### src/hw/rtl/rxd_pkg.sv
// Shared types and constants of the run-length XOR delta frame decoder.
`default_nettype none

package rxd_pkg;

    localparam logic [3:0]  BYTE_BITS          = 4'd8;
    localparam logic [3:0]  LIT_BITS           = 4'd5;
    localparam logic [3:0]  RUN_BITS           = 4'd10;
    localparam logic [5:0]  RUN_BIAS           = 6'd2;
    localparam logic [15:0] FRAME_PIXELS_RESET = 16'd19200;

    typedef enum logic [1:0] {
        T_IDLE,
        T_SHIFT,
        T_RUN,
        T_FLUSH
    } top_state_t;

    typedef enum logic [1:0] {
        E_IDLE,
        E_READ,
        E_WRITE
    } emit_state_t;

    // Token found by the bit-serial parser in the current cycle.
    typedef struct packed {
        logic       fire;
        logic [3:0] value;
        logic [5:0] reps;
        logic       last_bit;
        logic       empty;
    } tok_t;

    // Status of the pixel emitter toward the sequencer.
    typedef struct packed {
        logic busy;
        logic frame_end;
        logic flush_done;
        logic pos_lt_lim;
    } em_status_t;

endpackage

`default_nettype wire

### src/hw/rtl/rxd_parser.sv
// Bit-serial token parser: shifts one compressed bit per cycle into the token while step is set.
`default_nettype none

module rxd_parser (
    input  wire logic        clk,
    input  wire logic        rst_n,
    input  wire logic        load,
    input  wire logic        clear,
    input  wire logic [7:0]  byte_in,
    input  wire logic        step,
    output rxd_pkg::tok_t    tok
);

    logic [7:0] byte_reg, byte_next;
    logic [3:0] bits_left_reg, bits_left_next;
    logic [8:0] pend_reg, pend_next;
    logic [3:0] cnt_reg, cnt_next;
    logic [9:0] shifted;
    logic [3:0] cnt_inc;
    logic       is_lit;
    logic       is_run;

    assign shifted = {pend_reg, byte_reg[7]};
    assign cnt_inc = cnt_reg + 4'd1;
    assign is_lit  = (cnt_inc == rxd_pkg::LIT_BITS) && !shifted[4];
    assign is_run  = (cnt_inc >= rxd_pkg::RUN_BITS);

    always_comb
    begin
        tok.fire     = step && (is_lit || is_run);
        tok.value    = is_lit ? shifted[3:0] : shifted[8:5];
        tok.reps     = is_lit ? 6'd1 : ({1'b0, shifted[4:0]} + rxd_pkg::RUN_BIAS);
        tok.last_bit = (bits_left_reg == 4'd1);
        tok.empty    = (bits_left_reg == 4'd0);
    end

    always_comb
    begin
        byte_next      = byte_reg;
        bits_left_next = bits_left_reg;
        pend_next      = pend_reg;
        cnt_next       = cnt_reg;
        if (load)
        begin
            byte_next      = byte_in;
            bits_left_next = rxd_pkg::BYTE_BITS;
        end
        else if (step)
        begin
            byte_next      = {byte_reg[6:0], 1'b0};
            bits_left_next = bits_left_reg - 4'd1;
            if (is_lit || is_run)
            begin
                pend_next = '0;
                cnt_next  = '0;
            end
            else
            begin
                pend_next = shifted[8:0];
                cnt_next  = cnt_inc;
            end
        end
        if (clear)
        begin
            pend_next = '0;
            cnt_next  = '0;
        end
    end

    always_ff @(posedge clk or negedge rst_n)
    begin
        if (!rst_n)
        begin
            bits_left_reg <= '0;
            pend_reg      <= '0;
            cnt_reg       <= '0;
        end
        else
        begin
            bits_left_reg <= bits_left_next;
            pend_reg      <= pend_next;
            cnt_reg       <= cnt_next;
        end
    end

    always_ff @(posedge clk)
    begin
        byte_reg <= byte_next;
    end

endmodule

`default_nettype wire

### config.mk
export PLATFORM = sky130hd
export DESIGN_NAME = rxd_parser
export DESIGN_NICKNAME = d
export VERILOG_FILES = /design/src/hw/rtl/rxd_pkg.sv /design/src/hw/rtl/rxd_parser.sv
export SDC_FILE = /design/constraint.sdc
export NUM_CORES = 1
export LEC_CHECK = 0
export BUFFER_PORTS_ARGS = -buffer_cell sky130_fd_sc_hd__buf_2
export CAP_MARGIN = 10
export CORE_MARGIN = 5
export CORE_UTILIZATION = 35
export CTS_BUF_LIST = sky130_fd_sc_hd__clkbuf_4 sky130_fd_sc_hd__clkbuf_8 sky130_fd_sc_hd__clkbuf_16
export CTS_CLUSTER_SIZE = 10
export DETAILED_ROUTE_END_ITERATION = 12
export PLACE_DENSITY = 0.63
export SYNTH_ARGS = -nofsm -noshare
export SYNTH_HDL_FRONTEND = slang
export SYNTH_SLANG_ARGS = --single-unit
### constraint.sdc
create_clock -name clk -period 1.9 [get_ports clk]
set_input_delay 0.285 -clock clk [delete_from_list [all_inputs] [get_ports clk]]
set_output_delay 0.285 -clock clk [all_outputs]
set_load 0.005 [all_outputs]
### After elaboration in Yosys (flattened, before gate mapping)

Index checks and enable logic that the tools add are counted.
W data, S select, Z words.

| cells by class | value |
|---|---|
| equal/unequal tests | 3 |
| magnitude comparators | 1 |
| reduce and logical (&&, ||, !) cells | 8 |
| $add $sub $neg | 3 |
| multiplexer cells | 14 |

Operator list:

| operator | number |
|---|---|
| $mux W8 | 6 |
| $mux W4 | 7 |
| $add A5 B2 Y6 const B | 1 |
| $mux W6 | 1 |
| $add A4 B1 Y4 const B | 1 |
| $eq A4 B1 Y1 const B | 1 |
| $eq A4 B3 Y1 const B | 1 |
| $ge A4 B4 Y1 const B | 1 |
| $logic_not A4 Y1 | 1 |
| $reduce_bool A2 Y1 | 2 |
| $sub A4 B1 Y4 const B | 1 |
| $logic_and A1 B1 Y1 | 2 |
| $ne A2 B1 Y1 const B | 1 |
| $reduce_and A2 Y1 | 1 |
| $logic_not A1 Y1 | 1 |
| $logic_or A1 B1 Y1 | 1 |

| storage, ports and cells | value |
|---|---|
| bits of input ports | 13 |
| output and inout port bits | 13 |
| word-level logic and storage cells | 33 |
| register bits | 24 |

### Logic depth before layout (Yosys ltp)

| logic depth | value |
|---|---|
| depth in word-level cells | 8 |
| depth in mapped cells | 5 |
| depth with buffers taken out | 5 |

### Worst setup path after synthesis

OpenSTA, ideal clock, no wires.

| path | value |
|---|---|
| path type | reg-to-output |
| from | register cnt_reg[0] |
| to | output tok[10] (netlist name) |
| path buffers | 0 |
| arrival | 1.548 ns |
| setup slack | 0.067 ns |
| data required time | 1.615 ns |
| stages on the path, launching flop included | 6 |
| cell sequence | dfrtp_1 ha_1 xor2_1 nand3b_2 or2_4 mux2_4 |

RTL lines:

| item | RTL line | text |
|---|---|---|
| start: declaration | rxd_parser.sv:17 | `logic [3:0] cnt_reg, cnt_next;` |
| start signal: assignment | rxd_parser.sv:82 | `cnt_reg <= cnt_next;` |
| end: declaration | rxd_parser.sv:11 | `output rxd_pkg::tok_t tok` |

==> reports/qor.yml <==
status: "finished, violations left"
violations: "setup timing"
place_ws_ns: -0.0676
clockBufferDepth: 2
combPwrFrac: 0.142
switchingPower_mw: 0.270
cp.required_ns: 1.62
syn_area_sq_mm: 0.00131
nets: 185
regArea_sq_um: 642
dr_total_vias: 1002
synth_cells: 122
seqPwrFrac: 0.490
dr.pass1.iters: 4
placed_cell_area_sq_mm: 0.00154
p_leak_nw: 0.843
fillers: 336
crit_chain: "ha_4, xor2_4, nand3b_4, or2_4, mux2_4, buf_6"
routed_wl_um: 2820
start_kind: "flip-flop"
fin_ws_ns: -0.247
skew_ns: 0.00613
grt_max_degree: 17
grt_pass1_wl_um: 4550
die_w_um: 71.2
max-slew-margin-rel: 0.765
rows: 22
gr-total-overflow: 0
port_buffers: 25
die_y_um: 71.2
drtIter0Drc: 43
antenna_found_initial: 0
cts.htree.levels: 1
coreArea_sq_mm: 0.00363
netSwitchingFraction: 0.222
yosysSeqAreaShare: 0.489
multi_input_area_sq_um: 741
ir_drop_mv: 0.303
p_per_area_mw_per_mm2: 671
setup_violations: 10
ys_ff_latch: 24
clock_power_share: 0.368
syn_area_per_cell_sq_um: 10.7
drc: 0
fmax_mhz: 466
cts_buffers: 3
slew_violations: 0
via_per_inst: 4.73
period_share: 1.13
critical_path_class: "reg2out"
die_area_sq_mm: 0.00506
dp_hpwl_um: 1980
syn_to_final_growth_pct: 38.4
slowest_delay_ns: 0.43
path_clk_slew_ns: 0.09
grt_usage: 0.114
clock-sinks: 24
antenna_cells: 0
cp_top_family: "flip-flops"
p_int_mw: 0.946
drive_above_1_share: 0.463
start_util: 0.360
period_minus_slack_ns: 2.15
root_buffer: "clkbuf_8"
final_area_sq_mm: 0.00181
gp_congestion: 0.809
arrival_ns: 1.86
syn-num-nets: 142
ant_nets: 0
synth_cell_types: 33
yosys_warnings: 0
pin_count: 26
cts_tree: "done"
crit_buf_inv: 1
crit_slowest_cell: "dfrtp_1"
finalHoldViolations: 0
endpoint_kind: "primary output"
worstPathMaxFanout: 3
grt_pass1_vias: 1008
worst_pin_slew_ns: 0.348
rsz0062_at_grt: "true"
hold_path_class: "in2reg"
cap_violations: 0
clock_latency_ns: 0.27
avgRoutedWirePerCell_um: 13.3
==> power by group through the flow <==
stage	sequential, mW	combinational [mW]	clock (mW)
finish	0.596	0.173	0.447
global route	0.600	0.192	0.482
CTS	0.595	0.160	0.463
detailed placement	0.606	0.145	0
global placement	0.604	0.137	0
floorplan	0.599	0.0870	0
==> logic make-up (layout without fill, tap and decap cells) <==
kind of cell               after synthesis  after routing  synth area share
xor gates and xnor gates                 8              8            0.0593
AOI/OAI and AO/OA                       13             13            0.0583
and+or+nand+nor                         48             48             0.182
muxes                                   13             13             0.117
buffers and inverters                    9             51            0.0277
adders and majority gates                7              7            0.0669
DFF                                     24             24             0.489
==> placed cells by master (no fill, tap or decap), types with 2 or more instances in the layout <==
master	count
xnor2_1	3
inv_1	3
dfrtp_1	15
mux2_4	2
inv_2	2
edfxtp_1	8
xor2_1	3
buf_6	5
nor3b_1	3
ha_1	5
ha_4	2
and2_1	2
mux2_2	10
nand3_1	2
nor2_1	6
nand2_1	23
clkbuf_8	3
buf_2	23
buf_4	13
o21ai_1	3
o21ai_2	5
==> cell usage after synthesis (all sizes together) <==
master | instances | area (sq um)
nor3b | 3 | 22.5
dfrtp | 16 | 400
xnor2 | 4 | 42.6
buf | 2 | 10.0
and2b | 1 | 7.51
nand2b | 1 | 6.26
nand3 | 3 | 15.0
a32o | 1 | 10.0
clkbuf | 2 | 7.51
a21oi | 1 | 5.00
nor2 | 7 | 28.8
and3 | 1 | 6.26
or2 | 2 | 15.0
nand3b | 1 | 11.3
nand2 | 23 | 86.3
nor4b | 1 | 8.76
nor3 | 1 | 5.00
ha | 7 | 87.6
inv | 5 | 18.8
edfxtp | 8 | 240
o2111ai | 1 | 8.76
mux2 | 12 | 143
and2 | 3 | 18.8
xor2 | 4 | 35.0
o21ai | 9 | 45.0
o211ai | 1 | 7.51
nor2b | 1 | 6.26
mux2i | 1 | 10.0
==> layer usage <==
| layer | vias to the layer above | wire length, um | global-route usage |
|---|---|---|---|
| met5 | - | 0 | 0 |
| met2 | 25 | 1460 | 0.197 |
| met3 | 7 | 122 | 0.0213 |
| met4 | 0 | 62 | 0.0501 |
| li1 | 494 | - | - |
| met1 | 476 | 1170 | 0.136 |
==> cell type report <==
type / instances / share of cell area
Timing Repair Buffer: 42 / 0.154
Tap cell: 48 / 0.0331
Clock inverter: 1 / 0.0166
Sequential cell: 24 / 0.354
Multi-Input combinational cell: 89 / 0.409
Inverter: 5 / 0.0104
Clock buffer: 3 / 0.0228
==> per-stage QoR <==
stage | hold slack, ns | power [mW] | setup TNS (ns) | util | cells
2_1_floorplan | -0.0106 | 0.686 | 0 | - | 122
3_3_place_gp | 0.217 | 0.741 | -0.0326 | 0.423 | 199
3_5_place_dp | 0.219 | 0.750 | -0.163 | 0.423 | 199
4_1_cts | 0.291 | 1.22 | -1.71 | 0.477 | 210
5_1_grt | 0.299 | 1.27 | -2.39 | 0.499 | 212
6_report | 0.296 | 1.22 | -1.48 | 0.499 | 212
==> what timing repair did <==
action / 4_1_cts / 5_1_grt
endpoints found under the setup margin: 10 / 18
resized for setup: 21 / 13
buffers inserted: 6 / 3
hold buffers: 1 / 0
endpoints found under the hold margin: 16 / 0
pin swaps: 10 / 5
==> path summary, 6_finish.rpt <==
kind                             startpoint          end  slack (ns)  cells after the start
worst max register to register   cnt_reg[1]  pend_reg[7]        0.06                      9
worst min register to register  pend_reg[7]  pend_reg[7]        0.50                      2
worst min-delay path             byte_in[0]  byte_reg[0]        0.30                      2
max in group asynchronous             rst_n   cnt_reg[2]        1.17                      2
min in group asynchronous             rst_n   cnt_reg[1]        0.45                      2
worst max-delay path             cnt_reg[1]      tok[11]       -0.25                      6
Note: power is estimated with default switching activity, not from simulation.
